==> src/design/sqvs_pkg.sv <==
// Shared types and constants for the sprite quad vertex setup block.
// No dependencies; sqvs_rot_stage and the top level import it.
package sqvs_pkg;

	// Angle field width that the rotation honors (upper bits ignored)
	localparam int AngleBits   = 16;
	localparam int CordicSteps = 20;
	localparam int DivSteps    = 16;
	localparam int VecPrescale = 14;
	localparam logic [20:0] CordicGain = 21'd636751;

	// Arctangent per step, units of 2^-32 turn
	localparam logic [31:0] ATAN_TURN [0:CordicSteps-1] = '{
		32'd536870912, 32'd316933406, 32'd167458907, 32'd85004756,
		32'd42667331, 32'd21354465, 32'd10680862, 32'd5340245,
		32'd2670163, 32'd1335087, 32'd667544, 32'd333772,
		32'd166886, 32'd83443, 32'd41722, 32'd20861,
		32'd10430, 32'd5215, 32'd2608, 32'd1304
	};

	// Configuration register indexes
	typedef enum logic [2:0] {
		REG_TEX_W    = 3'd0,
		REG_TEX_H    = 3'd1,
		REG_ORIGIN_X = 3'd2,
		REG_ORIGIN_Y = 3'd3,
		REG_PIVOT_X  = 3'd4,
		REG_PIVOT_Y  = 3'd5
	} reg_idx_t;

	localparam logic [1:0] LastCorner = 2'd3;

	typedef struct packed {
		logic signed [15:0] dest_x;
		logic signed [15:0] dest_y;
		logic [14:0]        dest_w;
		logic [14:0]        dest_h;
		logic [14:0]        src_x;
		logic [14:0]        src_y;
		logic [14:0]        src_w;
		logic [14:0]        src_h;
		logic [15:0]        angle;
	} sprite_t;

	typedef struct packed {
		logic [1:0]         corner;
		logic signed [15:0] vert_x;
		logic signed [15:0] vert_y;
		logic [15:0]        tex_u;
		logic [15:0]        tex_v;
		logic               last;
	} vertex_t;

	// Divider state for one texture coordinate
	typedef struct packed {
		logic [14:0] rem;
		logic [15:0] quo;
		logic [15:0] bits;
		logic        sat;
		logic        zero;
	} div_t;

	// Per-corner pipeline payload
	typedef struct packed {
		logic [1:0]         corner;
		logic               rot;
		logic signed [34:0] x;
		logic signed [34:0] y;
		logic signed [32:0] z;
		logic signed [17:0] base_x;
		logic signed [17:0] base_y;
		div_t               du;
		div_t               dv;
	} pipe_t;

endpackage

==> src/design/sqvs_stream_if.sv <==
// Valid/ready stream channel carrying one payload struct.
// Depends on nothing; payload type is a parameter.
interface sqvs_stream_if #(parameter type payload_t = logic);
	logic     valid;
	logic     ready;
	payload_t data;
	modport source (output valid, output data, input ready);
	modport sink (input valid, input data, output ready);
endinterface

==> src/design/sqvs_rot_stage.sv <==
// One pipeline stage: a CORDIC step plus an optional restoring divide step.
// Depends on sqvs_pkg.
module sqvs_rot_stage #(
	parameter int STEP = 0
) (
	input  logic           clk,
	input  logic           arst_n,
	input  logic           en,
	input  logic [14:0]    tex_w,
	input  logic [14:0]    tex_h,
	input  logic           in_valid,
	input  sqvs_pkg::pipe_t in_data,
	output logic           out_valid,
	output sqvs_pkg::pipe_t out_data
);
	import sqvs_pkg::*;

	pipe_t nxt;

	function automatic div_t div_step(div_t d, logic [14:0] size);
		logic [15:0] r2;
		div_t o;
		r2 = {d.rem, d.bits[15]};
		o = d;
		o.bits = {d.bits[14:0], 1'b0};
		if (r2 >= {1'b0, size}) begin
			o.rem = 15'(r2 - {1'b0, size});
			o.quo = {d.quo[14:0], 1'b1};
		end else begin
			o.rem = r2[14:0];
			o.quo = {d.quo[14:0], 1'b0};
		end
		return o;
	endfunction

	// Micro-rotation toward zero residual angle
	always_comb begin
		logic signed [34:0] xs;
		logic signed [34:0] ys;
		logic signed [32:0] at;
		xs = in_data.x >>> STEP;
		ys = in_data.y >>> STEP;
		at = $signed({1'b0, ATAN_TURN[STEP]});
		nxt = in_data;
		if (!in_data.z[32]) begin
			nxt.x = in_data.x - ys;
			nxt.y = in_data.y + xs;
			nxt.z = in_data.z - at;
		end else begin
			nxt.x = in_data.x + ys;
			nxt.y = in_data.y - xs;
			nxt.z = in_data.z + at;
		end
		if (STEP < DivSteps) begin
			nxt.du = div_step(in_data.du, tex_w);
			nxt.dv = div_step(in_data.dv, tex_h);
		end
	end

	always_ff @(posedge clk or negedge arst_n) begin
		if (!arst_n) begin
			out_valid <= 1'b0;
		end else if (en) begin
			out_valid <= in_valid;
		end
	end

	always_ff @(posedge clk) begin
		if (en) begin
			out_data <= nxt;
		end
	end

endmodule

==> src/design/sprite_quad_vertex_setup.sv <==
// Sprite quad vertex setup: four corner vertices per sprite, optional rotation.
// A corner sequencer issues one corner per cycle, unless the output is stalled,
// into a 23-stage pipeline (20 CORDIC steps); corners leave in order.
// A new sprite is taken as the last corner of the previous one is issued.
// Reset: arst_n clears config registers to 0 and all valid bits.
// Depends on sqvs_pkg, sqvs_stream_if, sqvs_rot_stage.
module sprite_quad_vertex_setup (
	input  logic        clk,
	input  logic        arst_n,
	sqvs_stream_if.sink   sprite,
	sqvs_stream_if.source vertex,
	input  logic        cfg_we,
	input  logic [2:0]  cfg_index,
	input  logic [15:0] cfg_wdata
);
	import sqvs_pkg::*;

	logic [14:0]        tex_w_q, tex_h_q;
	logic signed [15:0] org_x_q, org_y_q, piv_x_q, piv_y_q;

	logic    en;
	sprite_t item_q;
	logic    busy_q;
	logic [1:0] cnt_q;

	logic    v_s1;
	pipe_t   p_s1;
	logic    v_c [0:CordicSteps];
	pipe_t   p_c [0:CordicSteps];
	logic    v_s22;
	pipe_t   p_s22;
	logic signed [55:0] mx_s22, my_s22;
	logic    out_valid_q;
	vertex_t out_q;

	// Configuration writes
	always_ff @(posedge clk or negedge arst_n) begin
		if (!arst_n) begin
			tex_w_q <= '0; tex_h_q <= '0;
			org_x_q <= '0; org_y_q <= '0;
			piv_x_q <= '0; piv_y_q <= '0;
		end else if (cfg_we) begin
			unique case (cfg_index)
				REG_TEX_W:    tex_w_q <= cfg_wdata[14:0];
				REG_TEX_H:    tex_h_q <= cfg_wdata[14:0];
				REG_ORIGIN_X: org_x_q <= $signed(cfg_wdata);
				REG_ORIGIN_Y: org_y_q <= $signed(cfg_wdata);
				REG_PIVOT_X:  piv_x_q <= $signed(cfg_wdata);
				REG_PIVOT_Y:  piv_y_q <= $signed(cfg_wdata);
				default: ;
			endcase
		end
	end

	// Whole pipeline advances unless the output register is stuck
	assign en = !out_valid_q || vertex.ready;
	assign sprite.ready = en && (!busy_q || cnt_q == LastCorner);

	// Corner sequencer
	always_ff @(posedge clk or negedge arst_n) begin
		if (!arst_n) begin
			busy_q <= 1'b0;
			cnt_q  <= '0;
		end else if (sprite.valid && sprite.ready) begin
			busy_q <= 1'b1;
			cnt_q  <= '0;
		end else if (en && busy_q) begin
			cnt_q <= cnt_q + 2'd1;
			if (cnt_q == LastCorner) begin
				busy_q <= 1'b0;
			end
		end
	end

	always_ff @(posedge clk) begin
		if (sprite.valid && sprite.ready) begin
			item_q <= sprite.data;
		end
	end

	// Stage 1: corner offsets, quadrant turn, divider setup
	pipe_t s1_nxt;
	always_comb begin
		logic               right, bottom;
		logic [15:0]        ang;
		logic [31:0]        a32, asum, z32;
		logic [1:0]         q;
		logic signed [17:0] ox, oy, dvx, dvy, bx;
		logic signed [17:0] by;
		logic signed [34:0] vx, vy;
		logic [15:0]        ue, ve;
		right  = cnt_q[1];
		bottom = !cnt_q[0];
		ang    = item_q.angle & 16'((64'd1 << AngleBits) - 64'd1);
		a32    = 32'({16'd0, ang} << (32 - AngleBits));
		asum   = a32 + 32'h2000_0000;
		q      = asum[31:30];
		z32    = a32 - {q, 30'd0};
		ox = right ? $signed({3'd0, item_q.dest_w}) : 18'sd0;
		oy = bottom ? $signed({3'd0, item_q.dest_h}) : 18'sd0;
		dvx = ox - 18'(piv_x_q);
		dvy = oy - 18'(piv_y_q);
		bx  = 18'(item_q.dest_x) - 18'(org_x_q);
		by  = 18'(item_q.dest_y) - 18'(org_y_q);
		vx  = 35'(dvx) <<< VecPrescale;
		vy  = 35'(dvy) <<< VecPrescale;
		ue  = right ? 16'(item_q.src_x) + 16'(item_q.src_w) : 16'(item_q.src_x);
		ve  = bottom ? 16'(item_q.src_y) + 16'(item_q.src_h) : 16'(item_q.src_y);

		s1_nxt.corner = cnt_q;
		s1_nxt.rot    = (ang != 16'd0);
		unique case (q)
			2'd1: begin s1_nxt.x = -vy; s1_nxt.y = vx; end
			2'd2: begin s1_nxt.x = -vx; s1_nxt.y = -vy; end
			2'd3: begin s1_nxt.x = vy; s1_nxt.y = -vx; end
			default: begin s1_nxt.x = vx; s1_nxt.y = vy; end
		endcase
		s1_nxt.z = 33'($signed(z32));
		if (ang != 16'd0) begin
			s1_nxt.base_x = bx + 18'(piv_x_q);
			s1_nxt.base_y = by + 18'(piv_y_q);
		end else begin
			s1_nxt.base_x = bx + ox;
			s1_nxt.base_y = by + oy;
		end
		s1_nxt.du.rem  = {1'b0, ue[15:2]};
		s1_nxt.du.quo  = '0;
		s1_nxt.du.bits = {ue[1:0], 14'd0};
		s1_nxt.du.sat  = {1'b0, ue} >= {tex_w_q, 2'b00};
		s1_nxt.du.zero = (tex_w_q == '0);
		s1_nxt.dv.rem  = {1'b0, ve[15:2]};
		s1_nxt.dv.quo  = '0;
		s1_nxt.dv.bits = {ve[1:0], 14'd0};
		s1_nxt.dv.sat  = {1'b0, ve} >= {tex_h_q, 2'b00};
		s1_nxt.dv.zero = (tex_h_q == '0);
	end

	always_ff @(posedge clk or negedge arst_n) begin
		if (!arst_n) begin
			v_s1 <= 1'b0;
		end else if (en) begin
			v_s1 <= busy_q;
		end
	end

	always_ff @(posedge clk) begin
		if (en) begin
			p_s1 <= s1_nxt;
		end
	end

	// CORDIC and divider steps
	assign v_c[0] = v_s1;
	assign p_c[0] = p_s1;
	for (genvar i = 0; i < CordicSteps; i++) begin : g_step
		sqvs_rot_stage #(.STEP(i)) u_stage (
			.clk(clk), .arst_n(arst_n), .en(en),
			.tex_w(tex_w_q), .tex_h(tex_h_q),
			.in_valid(v_c[i]), .in_data(p_c[i]),
			.out_valid(v_c[i+1]), .out_data(p_c[i+1])
		);
	end

	// Gain multiply
	always_ff @(posedge clk or negedge arst_n) begin
		if (!arst_n) begin
			v_s22 <= 1'b0;
		end else if (en) begin
			v_s22 <= v_c[CordicSteps];
		end
	end

	always_ff @(posedge clk) begin
		if (en) begin
			p_s22  <= p_c[CordicSteps];
			mx_s22 <= 56'(p_c[CordicSteps].x) * 56'($signed({1'b0, CordicGain}));
			my_s22 <= 56'(p_c[CordicSteps].y) * 56'($signed({1'b0, CordicGain}));
		end
	end

	// Round, add pivot base, saturate; pick UV
	vertex_t out_nxt;
	always_comb begin
		logic signed [55:0] rxw, ryw;
		logic signed [22:0] sx, sy;
		rxw = (mx_s22 + (56'sd1 <<< 33)) >>> 34;
		ryw = (my_s22 + (56'sd1 <<< 33)) >>> 34;
		sx = 23'(p_s22.base_x) + (p_s22.rot ? 23'(rxw) : 23'sd0);
		sy = 23'(p_s22.base_y) + (p_s22.rot ? 23'(ryw) : 23'sd0);
		out_nxt.corner = p_s22.corner;
		out_nxt.last   = (p_s22.corner == LastCorner);
		priority if (sx > 23'sd32767) out_nxt.vert_x = 16'sh7FFF;
		else if (sx < -23'sd32768)    out_nxt.vert_x = 16'sh8000;
		else                          out_nxt.vert_x = 16'(sx);
		priority if (sy > 23'sd32767) out_nxt.vert_y = 16'sh7FFF;
		else if (sy < -23'sd32768)    out_nxt.vert_y = 16'sh8000;
		else                          out_nxt.vert_y = 16'(sy);
		priority if (p_s22.du.zero) out_nxt.tex_u = '0;
		else if (p_s22.du.sat)      out_nxt.tex_u = 16'hFFFF;
		else                        out_nxt.tex_u = p_s22.du.quo;
		priority if (p_s22.dv.zero) out_nxt.tex_v = '0;
		else if (p_s22.dv.sat)      out_nxt.tex_v = 16'hFFFF;
		else                        out_nxt.tex_v = p_s22.dv.quo;
	end

	// Output register
	always_ff @(posedge clk or negedge arst_n) begin
		if (!arst_n) begin
			out_valid_q <= 1'b0;
		end else if (en) begin
			out_valid_q <= v_s22;
		end
	end

	always_ff @(posedge clk) begin
		if (en) begin
			out_q <= out_nxt;
		end
	end

	assign vertex.valid = out_valid_q;
	assign vertex.data  = out_q;

	// Checks
	a_last_corner: assert property (@(posedge clk) disable iff (!arst_n)
		out_valid_q |-> (out_q.last == (out_q.corner == LastCorner)))
		else $error("last flag does not match corner");
	a_seq_start: assert property (@(posedge clk) disable iff (!arst_n)
		(sprite.valid && sprite.ready) |=> (busy_q && cnt_q == 2'd0))
		else $error("sequencer did not start at first corner");
	a_no_overrun: assert property (@(posedge clk) disable iff (!arst_n)
		(busy_q && cnt_q != LastCorner) |-> !sprite.ready)
		else $error("new sprite taken mid-quad");

endmodule
==> src/flat_wrapper.sv <==
// flat-port wrapper written by rule: the top's interface ports become plain ports
module sprite_quad_vertex_setup_flat import sqvs_pkg::*;
  (clk, arst_n, cfg_we, cfg_index, cfg_wdata, sprite_valid, sprite_data, sprite_ready, vertex_valid, vertex_data, vertex_ready);
  sqvs_stream_if sprite_i ();
  sqvs_stream_if vertex_i ();
  input  logic clk;
  input  logic arst_n;
  input  logic cfg_we;
  input  logic [2:0] cfg_index;
  input  logic [15:0] cfg_wdata;
  input wire logic [$bits(sprite_i.valid)-1:0] sprite_valid;
  input wire logic [$bits(sprite_i.data)-1:0] sprite_data;
  output wire logic [$bits(sprite_i.ready)-1:0] sprite_ready;
  output wire logic [$bits(vertex_i.valid)-1:0] vertex_valid;
  output wire logic [$bits(vertex_i.data)-1:0] vertex_data;
  input wire logic [$bits(vertex_i.ready)-1:0] vertex_ready;
  assign sprite_i.valid = sprite_valid;
  assign sprite_i.data = sprite_data;
  assign sprite_ready = sprite_i.ready;
  assign vertex_valid = vertex_i.valid;
  assign vertex_data = vertex_i.data;
  assign vertex_i.ready = vertex_ready;
  sprite_quad_vertex_setup u_core (.clk(clk), .arst_n(arst_n), .sprite(sprite_i), .vertex(vertex_i), .cfg_we(cfg_we), .cfg_index(cfg_index), .cfg_wdata(cfg_wdata));
endmodule
==> config.mk <==
export PLATFORM = sky130hd
export DESIGN_NAME = sprite_quad_vertex_setup_flat
export DESIGN_NICKNAME = d
export VERILOG_FILES = /design/src/design/sqvs_pkg.sv /design/src/design/sqvs_stream_if.sv /design/src/design/sqvs_rot_stage.sv /design/src/design/sprite_quad_vertex_setup.sv /design/src/flat_wrapper.sv
export SDC_FILE = /design/constraint.sdc
export NUM_CORES = 1
export LEC_CHECK = 0
export ABC_CLOCK_PERIOD_IN_PS = 2230
export BUFFER_PORTS_ARGS = -buffer_cell sky130_fd_sc_hd__buf_2
export CAP_MARGIN = 40
export CORE_MARGIN = 2
export CORE_UTILIZATION = 50
export CTS_CLUSTER_DIAMETER = 60
export CTS_CLUSTER_SIZE = 28
export DETAILED_ROUTE_END_ITERATION = 16
export GPL_TIMING_DRIVEN = 0
export PLACE_DENSITY = 0.67
export SYNTH_ARGS = -nofsm -noshare
export SYNTH_HDL_FRONTEND = slang
export SYNTH_SLANG_ARGS = --single-unit
export TNS_END_PERCENT = 10
==> constraint.sdc <==
create_clock -name clk -period 2.23 [get_ports clk]
set_input_delay 0.3345 -clock clk [delete_from_list [all_inputs] [get_ports clk]]
set_output_delay 0.3345 -clock clk [all_outputs]
set_load 0.1 [all_outputs]
# Word level (Yosys, flattened, before mapping)
# Cells that the tools add are included.
# Widths: inputs -> output; s select.
[totals] inputBits=25 register_bits=71 out_inout_bits=3 elab_cells=66
[classes] eq_ne=2 mux=5 n_addsub=1 reduce_logical=10
[ops] operator="$eq 2x2->1 const B" count=2
[ops] operator="$mux 2" count=2
[ops] operator="$reduce_bool 2->1" count=2
[ops] operator="$logic_and 1x1->1" count=3
[ops] operator="$mux 1" count=3
[ops] operator="$add 2x1->2 const B" count=1
[ops] operator="$logic_not 1->1" count=2
[ops] operator="$logic_or 1x1->1" count=2
[ops] operator="$reduce_and 2->1" count=1

# Longest topological paths before layout
# Gate-level depths: netlist of the first run.
[depth] depth_word=6 ltp_mapped=6 depth_no_buf=4

# Cells and area by module
# Synthesis of the first run repeated with hierarchy kept, for this count alone.
[hier_totals] cells_unflattened=27954 area_unflattened_um2=307469.9
[modules_own_cells] module="sqvs_rot_stage at u_core.g_step[1].u_stage" seq_area_each_um2=7171.9 area_per_inst_um2=15841.4 instances=1 cells_per_inst=1512
[modules_own_cells] module="sqvs_rot_stage at u_core.g_step[3].u_stage" seq_area_each_um2=7171.9 area_per_inst_um2=15652.5 instances=1 cells_per_inst=1454
[modules_own_cells] module="sqvs_rot_stage at u_core.g_step[6].u_stage" seq_area_each_um2=7171.9 area_per_inst_um2=15645.0 instances=1 cells_per_inst=1457
[modules_own_cells] module="sqvs_rot_stage at u_core.g_step[4].u_stage" seq_area_each_um2=7171.9 area_per_inst_um2=15602.5 instances=1 cells_per_inst=1471
[modules_own_cells] module="sqvs_rot_stage at u_core.g_step[13].u_stage" seq_area_each_um2=7171.9 area_per_inst_um2=15427.3 instances=1 cells_per_inst=1426
[modules_own_cells] module="sqvs_rot_stage at u_core.g_step[12].u_stage" seq_area_each_um2=7171.9 area_per_inst_um2=15379.8 instances=1 cells_per_inst=1450
[modules_own_cells] module="sqvs_rot_stage at u_core.g_step[7].u_stage" seq_area_each_um2=7171.9 area_per_inst_um2=15298.4 instances=1 cells_per_inst=1409
[modules_own_cells] module="sqvs_rot_stage at u_core.g_step[2].u_stage" seq_area_each_um2=7171.9 area_per_inst_um2=15289.7 instances=1 cells_per_inst=1395
[modules_own_cells] module="sqvs_rot_stage at u_core.g_step[14].u_stage" seq_area_each_um2=7171.9 area_per_inst_um2=15247.1 instances=1 cells_per_inst=1381
[modules_own_cells] module="sqvs_rot_stage at u_core.g_step[8].u_stage" seq_area_each_um2=7171.9 area_per_inst_um2=15072.0 instances=1 cells_per_inst=1379
[modules_own_cells] module="sqvs_rot_stage at u_core.g_step[11].u_stage" seq_area_each_um2=7171.9 area_per_inst_um2=15064.4 instances=1 cells_per_inst=1393
[modules_own_cells] module="sqvs_rot_stage at u_core.g_step[5].u_stage" seq_area_each_um2=7171.9 area_per_inst_um2=15049.4 instances=1 cells_per_inst=1394
[modules_own_cells] module="sqvs_rot_stage at u_core.g_step[0].u_stage" seq_area_each_um2=7141.8 area_per_inst_um2=15024.4 instances=1 cells_per_inst=1440
[modules_own_cells] module="sqvs_rot_stage at u_core.g_step[9].u_stage" seq_area_each_um2=7171.9 area_per_inst_um2=14905.5 instances=1 cells_per_inst=1347
[modules_own_cells] module="7 more rows"

# Worst setup path before layout of the first run
# OpenSTA, ideal clock, no wires.
[synth_path] path_kind="register -> output" from="register u_core.out_valid_q, in the netlist u_core.vertex.valid" to="output port sprite_ready" slack_ns=-0.855 t_required_ns=1.896 arrival_time_ns=2.751 path_stages_with_launch=5 n_path_buf=2 cell_sequence="dfrtp_1 nor2b_4 buf_6 buf_4 a21oi_1"
[synth_via] elab_chain_len=3
[synth_rtl] item="start, declared" line="sprite_quad_vertex_setup.sv:33" rtl="logic out_valid_q;"
[synth_rtl] item="start signal, assigned" line="sprite_quad_vertex_setup.sv:211" rtl="out_valid_q <= v_s22;"
[synth_rtl] item="$logic_not 1->1" line="sprite_quad_vertex_setup.sv:56" rtl="assign en = !out_valid_q || vertex.ready;"
[synth_rtl] item="$logic_or 1x1->1" line="sprite_quad_vertex_setup.sv:56"
[synth_rtl] item="$logic_and 1x1->1" line="sprite_quad_vertex_setup.sv:57" rtl="assign sprite.ready = en && (!busy_q || cnt_q == LastCorner);"
[synth_rtl] item="end, declared" line="flat_wrapper.sv:13" rtl="output wire logic [$bits(sprite_i.ready)-1:0] sprite_ready;"
# Every way passes these cells.

# Worst setup path in the final report of the first run
# Same ends and word-level chain as after synthesis.

==> results.toml, run 1 <==
[synth]
netlist_area_um2 = 2410
synth.distinct_cells = 17
synthCells = 157
synth_area_per_cell_um2 = 15.3
synth_enable_flop_cells = 45
post-synth-top-area-cell = "edfxtp_1"
synth_top_area_share_pct = 56.1
yosysWarningCount = 0
async_flop_share_pct = 36.6
dominantRegCellSynth = "edfxtp_1"
ys_seq_area_share_pct = 83.1
yosys-top-cells-area = "edfxtp_1 56%, dfrtp_1 27%, nand2_1 11%"
syn_nets = 183
synth.ff_latch_count = 71

[global_routing]
grt_usage_pct = 13.6
initial_antenna_violation_count = 0
grt_busiest_layer = "met2"
vias_in_the_first_global_route = 1138
globalRouteOverflowTotal = 0
grt_use_met2_pct = 19.7
first_pass_grt_wire_length_um = 5110
globalRouteMet3Util_pct = 8.23
pin_count_of_the_biggest_net_entering_global_routing = 55
gr-usage-met1_pct = 16.4

[timing]
setup_violations = 0
final.period_utilization_pct = 89.6
timing.final.hold_violations = 0
timing.setup.tns_ns = 0
final-max-slew-violation-count = 0
final_period_minus_worst_setup_slack_ns = 2.00
max_slew_margin_pct = 62.9
unrepaired_setup_endpoints_after_global_routing = "false"
fin_clk_skew_ns = 0.00431
max_clock_freq_ghz = 0.501
timing.hold.ws_ns = 0.250
worst_slew_pin_slew_ns = 0.557

[drt]
avgViaCountPerCell = 4.94
route.detailed.wl_per_inst_um = 13.1
drc = 0
final_antenna_net_count = 0
vias = 1155
first_pass_iters = 4
totalWireLength_um = 3060
detailedRoute.firstIterationViolations = 63

[clocking]
clock_insertion_delay_worst_skew_ns = 0.33
cts-buffers-inserted = 9
max-clock-path-buffers = 2
number_of_sinks_handled_by_clock_tree_synthesis = 71
cts-resized-gates = 0
clk_pin_slew_ns = 0.07
cts_htree_levels = 3
root_buffer = "clkbuf_8"
tritoncts = "built"

[setup_path]
cp_slowest_cell = "buf_2"
critical-path-max-stage-delay_ns = 0.43
path_delay_family = "buffers and inverters"
timing.critical_path.cells = "nor2b_4, buf_6, buf_4, a21oi_4, buf_2"
setup.worst_path.start_class = "register"
required_ns = 1.90
cp-end-kind = "output pin"
arrival_ns = 1.66
worst-path-max-fanout = 10
worst_setup_path_startpoint = "u_core.vertex.valid$_DFFE_PN0P_"
crit-reg2reg-launch = "u_core.vertex.valid$_DFFE_PN0P_"
worstSetupPathType = "reg2out"
critPathBufInv = 3

[placement]
port_buffers = 6
globalplace.congestion = 0.739
dp_hpwl_um = 1720

[flow_run]
timing.max_cap.violations = 0

[power]
p_leak_nw = 1.18
post-layout-total-power_mw = 4.14
power-per-cell-area_nw_per_um2 = 1530
irDropWorstVdd_v = 0.00103

[min_path]
hold_start = "sprite_valid"
timing.hold.worst.class = "in2reg"

[floorplanning]
die_height_um = 73.4
num_io_pins = 28
initial_utilization_pct = 51.3
number_of_core_rows = 25
core_um2 = 4690
die_x_um = 73.4
design.die.area_um2 = 5390

[finish]
finalCoreUtilization_pct = 57.7
reg_area_um2 = 2000
n_fill_cell = 382
diodes = 0
synthToLayoutAreaGrowth_pct = 12.4
drive_gt1_share_pct = 15.0
finalNetCount = 201
multi_input_comb_area_um2 = 354

[status]
status = "finished, final reports clean"
per-layer routing:
metal  wire length, um  vias up
met3               147        2
met5                 0        -
met1              1430      568
met2              1460       21
met4                20        0
li1                  -      564
Yosys cell counts, types with 2 or more instances:
cell      instances
edfxtp_1         45
a21oi_1           2
nand2_1          68
buf_6             3
buf_4             2
dfrtp_1          26
layout make-up:
| class | instances | share of cell area (%) |
|---|---|---|
| buffer | 5 | 1.80 |
| clock buffer | 10 | 4.72 |
| clock inverter | 6 | 1.90 |
| inverter | 2 | 0.555 |
| multi-input combinational | 79 | 13.1 |
| sequential | 71 | 74.0 |
| tap | 54 | 2.50 |
| timing repair buffer | 7 | 1.48 |
logic make-up (layout without fill, tap and decap cells):
logic type / count (synthesis) / after routing / share of synthesized area (%)
AO/OA/AOI/OAI: 6 / 6 / 1.77
adder cells (fa/ha/maj): 1 / 1 / 0.519
buffers and inverters: 7 / 30 / 2.65
flip-flops: 71 / 71 / 83.1
AND/OR/NAND/NOR: 72 / 72 / 11.9
cell usage in the layout (no fill, tap or decap), types with 2 or more instances in the layout:
cell type,Yosys,final
nand2_1,68,68
edfxtp_1,45,45
dfrtp_1,26,26
clkbuf_8,0,9
buf_2,0,6
buf_6,3,3
clkinv_1,0,3
buf_4,2,2
clkinv_2,0,2
tightest hold or removal path: cells and delay by family:
kind | cells | cell delay (ns)
simple gates | 2 | 0.11
buf+inv | 1 | 0.11
power breakdown:
part	total, mW	internal [mW]	switching (mW)	leakage [nW]
Combinational	0.746	0.227	0.519	0.295
Sequential	2.47	2.22	0.253	0.788
Clock	0.927	0.502	0.426	0.0925
path summary, 6_finish.rpt:
| check | endpoint | slack, ns | cells after the start |
|---|---|---|---|
| worst max-delay path | sprite_ready | 0.23 | 5 |
| worst min-delay path | u_core.busy_q$_DFFE_PN0P_ | 0.25 | 3 |
| worst max register to register | u_core.g_step[5].u_stage.out_data[238]$_DFFE_PP_ | 0.78 | 4 |
| worst min register to register | u_core.g_step[6].u_stage.out_data[238]$_DFFE_PP_ | 0.42 | 0 |
| max in group asynchronous | u_core.g_step[8].u_stage.out_valid$_DFFE_PN0P_ | 1.32 | 2 |
| min in group asynchronous | u_core.vertex.valid$_DFFE_PN0P_ | 0.54 | 2 |
sequential cells by signal, indices dropped and copies added (netlist names):
register and flops:
u_core.vertex.data 1, u_core.cnt_q 2, u_core.g_step.u_stage.out_valid 20, u_core.p_c 2, u_core.v_s22 1, u_core.g_step.u_stage.out_data 40, u_core.out_nxt 2, u_core.v_s1 1
u_core.busy_q 1, u_core.vertex.valid 1
repair_timing:
action / 4_1_cts / 5_1_grt
hold endpoints to repair: 26 / 0
buffers inserted: 0 / 0
hold buffers: 1 / 0
through the flow:
step | setup WS (ns) | cells | instance area (um^2)
after floorplan | 0.0717 | 157 | 2420
after global placement | 0.592 | 217 | 2520
after detailed placement | 0.570 | 217 | 2520
after CTS | 0.192 | 234 | 2710
after global routing | 0.162 | 234 | 2710
final | 0.232 | 234 | 2710
Note: power is estimated with default switching activity, not from simulation.
==> run 2, diff against run 1 <==
Settings changed: REMOVE_ABC_BUFFERS from default to 1.
==> run 2 against run 1 <==
Against the previous run:
- sequential cell count did not move
- critical path depth fell by 2
- combinational power fell by 8.3%
- first-iteration DRC count rose by 35%
- clock power barely moved
- count of clock-buffer cells in the layout rose by 1
- non-clock buffer count fell by 6
- core utilization fell by 1.4 points
- critical endpoint unchanged
- largest cell class unchanged
- largest power group unchanged
- highest routed layer unchanged
==> results.toml, run 2 (synthesized netlist as in run 1, its figures left out) <==
[setup_path]
worst-path-max-fanout = 26
reg2reg_to = "u_core.cnt_q[0]$_DFFE_PN0P_"
timing.critical_path.cells = "nor2b_4, a21oi_1, buf_2"
arrival_ns = 1.66
cp-end-kind = "output pin"
setup.worst_path.start_class = "register"
critical-path-max-stage-delay_ns = 0.56
crit-reg2reg-launch = "u_core.vertex.valid$_DFFE_PN0P_"
r2r_slack_ns = 0.64
cp_slowest_cell = "nor2b_4"
critPathBufInv = 1
reg2regPathDepth = 4
required_ns = 1.90
worstSetupPathType = "reg2out"
path_delay_family = "simple AND/OR/NAND/NOR gates"

[floorplanning]
number_of_core_rows = 25
design.die.area_um2 = 5390
num_io_pins = 28
core_um2 = 4690
initial_utilization_pct = 51.3
die_x_um = 73.4
die_height_um = 73.4

[timing]
worst_slew_pin_slew_ns = 0.647
max_slew_margin_pct = 56.8
setup_violations = 0
timing.final.hold_violations = 0
final-max-slew-violation-count = 0
final.period_utilization_pct = 89.3
unrepaired_setup_endpoints_after_global_routing = "false"
max_clock_freq_ghz = 0.502
fin_clk_skew_ns = 0.00501
final_period_minus_worst_setup_slack_ns = 1.99
layout_setup_ws_ns = 0.240
timing.setup.tns_ns = 0

[global_routing]
initial_antenna_violation_count = 0
first_pass_grt_wire_length_um = 4830
grt_usage_pct = 12.8
vias_in_the_first_global_route = 1068
pin_count_of_the_biggest_net_entering_global_routing = 71
globalRouteOverflowTotal = 0

[placement]
place_ws_ns = 0.502
dp_hpwl_um = 1660
globalplace.congestion = 0.650
port_buffers = 6
placed_instances = 212

[clocking]
number_of_sinks_handled_by_clock_tree_synthesis = 71
cts_hold_buffers = 0
tritoncts = "built"
clk_pin_slew_ns = 0.07
cts_htree_levels = 3
number_of_post_cts_setup_repair_buffers = 0
max-clock-path-buffers = 2
root_buffer = "clkbuf_8"
clock_insertion_delay_worst_skew_ns = 0.32
cts-resized-gates = 0
cts-buffers-inserted = 9

[drt]
avgViaCountPerCell = 4.96
first_pass_iters = 4
route.detailed.wl_per_inst_um = 13.0
final_antenna_net_count = 0
vias = 1131
totalWireLength_um = 2970
detailedRoute.firstIterationViolations = 85
drc = 0

[power]
irDropWorstVdd_v = 0.00106
p_leak_nw = 1.14
power-per-cell-area_nw_per_um2 = 1540

[finish]
finalNetCount = 195
layout_common_cells = "68 x nand2_1, 45 x edfxtp_1, 26 x dfrtp_1"
most_common_cell_after_layout_fill_and_taps_aside = "nand2_1"
largest_register = "u_core.g_step.u_stage.out_data"
finalCoreUtilization_pct = 56.3
diodes = 0
largest_registers = "u_core.g_step.u_stage.out_data: 40 flops, u_core.g_step.u_stage.out_valid: 20 flops"
final_cells = 228
drive_gt1_share_pct = 12.6
largest_register_ffs = 40
synthToLayoutAreaGrowth_pct = 9.61

[status]
status = "finished, final reports clean"

[flow_run]
timing.max_cap.violations = 0

[min_path]
timing.hold.worst.class = "in2async"
run 2: through the flow:
| step | area (um^2) | power (mW) | hold WS, ns |
|---|---|---|---|
| final | 2640 | 4.07 | 0.00815 |
| after global routing | 2640 | 4.32 | 0.0530 |
| after CTS | 2640 | 4.14 | 0.0129 |
| after detailed placement | 2460 | 3.18 | 0.366 |
| after global placement | 2460 | 3.11 | 0.335 |
| after floorplan | 2360 | 2.96 | 0.0389 |
run 2: layout make-up:
cell class | instances | area, um^2
flip-flops and latches | 71 | 2000
multi-input cells | 79 | 343
inverters | 2 | 15.0
clock buffers | 11 | 131
repair buffers | 6 | 30.0
well taps | 54 | 67.6
clock inverters | 5 | 51.3
fillers | 384 | 2050
run 2: metal layers:
metal  global-route usage, %  vias to the layer above  routed length [um]  share of wire (%)
met2                    17.3                       21                1360                 46
met1                    17.0                      554                1430                 48
li1                        -                      549                   -                  -
met3                    4.12                        7                 112                3.8
met5                       0                        -                   0                  0
met4                    9.70                        0                  64                2.2
run 2: how the worst max path moves through the flow:
| stage | start | endpoint | slack [ns] | cells after the start |
|---|---|---|---|---|
| after floorplan | u_core.vertex.valid$_DFFE_PN0P_ | sprite_ready | -0.67 | 2 |
| after global placement | vertex_ready | sprite_ready | 0.55 | 4 |
| after detailed placement | vertex_ready | sprite_ready | 0.50 | 4 |
| after CTS | u_core.vertex.valid$_DFFE_PN0P_ | sprite_ready | 0.22 | 3 |
| after global routing | u_core.vertex.valid$_DFFE_PN0P_ | sprite_ready | 0.14 | 3 |
| final | u_core.vertex.valid$_DFFE_PN0P_ | sprite_ready | 0.24 | 3 |
run 2: power by group:
part	internal [mW]	switching, mW
clock	0.509	0.419
sequential	2.22	0.244
combinational	0.182	0.503
==> run 3, diff against run 2 <==
Settings changed: ABC_AREA from default to 1.
==> run 3 against run 2 <==
Against the previous run:
- largest cell class unchanged
- critical path type unchanged
- sequential share of layout area down 3.1 points
- worst hold slack better by 0.27 ns
- die area down 0.73%
- fmax down 3.1%
- critical endpoint unchanged
- setup slack worse by 0.063 ns
- critical path depth up 2
- highest routed layer unchanged
- clock power up 21%
- count of clock-buffer cells in the layout down 1
- non-clock buffer count up 3
- largest power group unchanged
==> results.toml, run 3 <==
[finish]
largest_registers = "u_core.g_step.u_stage.out_data: 40 flops, u_core.g_step.u_stage.out_valid: 20 flops"
largest_register_ffs = 40
synthToLayoutAreaGrowth_pct = 15.1
n_fill_cell = 348
most_common_cell_after_layout_fill_and_taps_aside = "edfxtp_1"
drive_gt1_share_pct = 15.3
final_cells = 230
diodes = 0
largest_register = "u_core.g_step.u_stage.out_data"
finalNetCount = 197
layout_common_cells = "45 x edfxtp_1, 26 x dfrtp_1, 21 x nand2_1"

[floorplanning]
die_height_um = 73.1
num_io_pins = 28
number_of_core_rows = 25
initial_utilization_pct = 51.3
die_x_um = 73.1
core_um2 = 4660
design.die.area_um2 = 5350

[min_path]
timing.hold.worst.class = "in2reg"

[timing]
timing.final.hold_violations = 0
timing.hold.ws_ns = 0.275
final.period_utilization_pct = 92.1
unrepaired_setup_endpoints_after_global_routing = "false"
final-max-slew-violation-count = 0
max_slew_margin_pct = 61.5
fin_clk_skew_ns = 0.00705
setup_violations = 0
max_clock_freq_ghz = 0.487
final_period_minus_worst_setup_slack_ns = 2.05
worst_slew_pin_slew_ns = 0.578

[synth]
netlist_area_um2 = 2390
xor_xnor_cell_area_share_of_the_yosys_netlist_pct = 0
async_flop_share_pct = 36.6
synth.distinct_cells = 16
synthSimpleGateAreaFrac_pct = 6.96
synthCells = 156
post-synth-top-area-cell = "edfxtp_1"
ys_seq_area_share_pct = 83.8
ys_top_cells_by_count = "45 x edfxtp_1, 26 x dfrtp_1, 21 x nand2_1"
synth_adder_area_share_pct = 0.524
synth_area_per_cell_um2 = 15.3
dominantRegCellSynth = "edfxtp_1"
synth.ff_latch_count = 71
synth_compound_gate_area_share_pct = 4.61
muxShareOfSynthArea_pct = 0
yosysWarningCount = 0
synth_enable_flop_cells = 45
yosys-top-cells-area = "edfxtp_1 57%, dfrtp_1 27%, nand2_1 3.3%"
synth_top_family_by_area = "simple AND/OR/NAND/NOR gates"
synth_most_common_cell = "edfxtp_1"
synth_top_area_share_pct = 56.5

[setup_path]
setup.worst_path.start_class = "register"
arrival_ns = 1.72
r2r_slack_ns = 0.96
required_ns = 1.90
cp-end-kind = "output pin"
worstSetupPathType = "reg2out"
worst-path-max-fanout = 41

[placement]
globalplace.congestion = 0.725
dp_hpwl_um = 1710
placed_instances = 212
port_buffers = 6

[clocking]
cts-buffers-inserted = 9
number_of_sinks_handled_by_clock_tree_synthesis = 71
max-clock-path-buffers = 2
clock_insertion_delay_worst_skew_ns = 0.34
cts_htree_levels = 3
clk_pin_slew_ns = 0.07
tritoncts = "built"
root_buffer = "clkbuf_8"

[drt]
first_pass_iters = 4
vias = 1150
drc = 0
detailedRoute.firstIterationViolations = 75
route.layer.met1.wl_um = 1450
dr_wl_met2_um = 1640
avgViaCountPerCell = 5.00
maxUsedRoutingLayer = "met4"
totalWireLength_um = 3260
route.detailed.wl_per_inst_um = 14.2
final_antenna_net_count = 0
dr_wl_met3_um = 140

[global_routing]
globalRouteOverflowTotal = 0
grt_usage_pct = 14.0
first_pass_grt_wire_length_um = 5220
vias_in_the_first_global_route = 1122
initial_antenna_violation_count = 0
pin_count_of_the_biggest_net_entering_global_routing = 56

[power]
p_leak_nw = 1.16
irDropWorstVdd_v = 0.000807
power-per-cell-area_nw_per_um2 = 1620

[status]
status = "finished, final reports clean"

[flow_run]
timing.max_cap.violations = 0
[run 3: critical path: stages (launching register included)]
cell and delay [ns]:
dfrtp_1 0.45, nand2_8 0.24, buf_16 0.22, nand2_1 0.09
inv_1 0.07, buf_4 0.28
[run 3: what timing repair did]
item                                    in CTS  in global routing
buffers inserted                             0                  0
gates resized for setup                      2                  1
endpoints found under the setup margin       1                  1
hold buffers                                 1                  0
endpoints found under the hold margin       26                  0
cloned                                       0                  1
[run 3: cells by family (layout without fill, tap and decap cells)]
| group | after synthesis | in the layout |
|---|---|---|
| AOI/OAI and AO/OA | 22 | 22 |
| buffers and inverters | 23 | 43 |
| adders and majority gates | 1 | 1 |
| and+or+nand+nor | 39 | 39 |
| DFF | 71 | 71 |
[run 3: stage by stage]
| stage | setup slack (ns) | cell area (um^2) | power (mW) | utilization (%) | TNS [ns] |
|---|---|---|---|---|---|
| 5_1_grt | 0.0806 | 2750 | 4.70 | 59.0 | 0 |
| 4_1_cts | 0.0426 | 2720 | 4.47 | 58.3 | 0 |
| 2_1_floorplan | -0.411 | 2360 | 3.04 | - | -0.411 |
| 6_report | 0.176 | 2750 | 4.46 | 59.0 | 0 |
| 3_3_place_gp | 0.115 | 2460 | 3.19 | 52.7 | 0 |
| 3_5_place_dp | 0.204 | 2480 | 3.29 | 53.1 | 0 |
[run 3: power by group]
part,switching [mW],internal [mW]
registers,0.247,2.23
clock network,0.486,0.637
logic,0.614,0.246
total,1.35,3.11
[run 3: worst paths after layout]
kind	startpoint	to	cells after the start
max	u_core.vertex.valid$_DFFE_PN0P_	sprite_ready	5
min	sprite_valid	u_core.busy_q$_DFFE_PN0P_	3
max reg2reg	u_core.vertex.valid$_DFFE_PN0P_	u_core.cnt_q[0]$_DFFE_PN0P_	6
min reg2reg	u_core.p_c[5038]$_DFFE_PP_	u_core.g_step[0].u_stage.out_data[238]$_DFFE_PP_	0
max in group asynchronous	arst_n	u_core.g_step[11].u_stage.out_valid$_DFFE_PN0P_	2
min in group asynchronous	arst_n	u_core.cnt_q[0]$_DFFE_PN0P_	2
[run 3: area by class of cell]
cell class	instances	area, um^2	area share (%)
Timing Repair Buffer	9	95.1	3.46
Sequential cell	71	2000	72.8
Tap cell	54	67.6	2.46
Clock buffer	10	128	4.64
Multi-Input combinational cell	62	298	10.8
Inverter	18	67.6	2.46
Clock inverter	6	93.8	3.41
[run 3: layer usage]
metal  GRT usage (%)  vias to the layer above
met3            8.29                        5
met1            16.7                      577
met2            20.4                       15
li1                -                      553
met4            6.17                        0
met5               0                        -
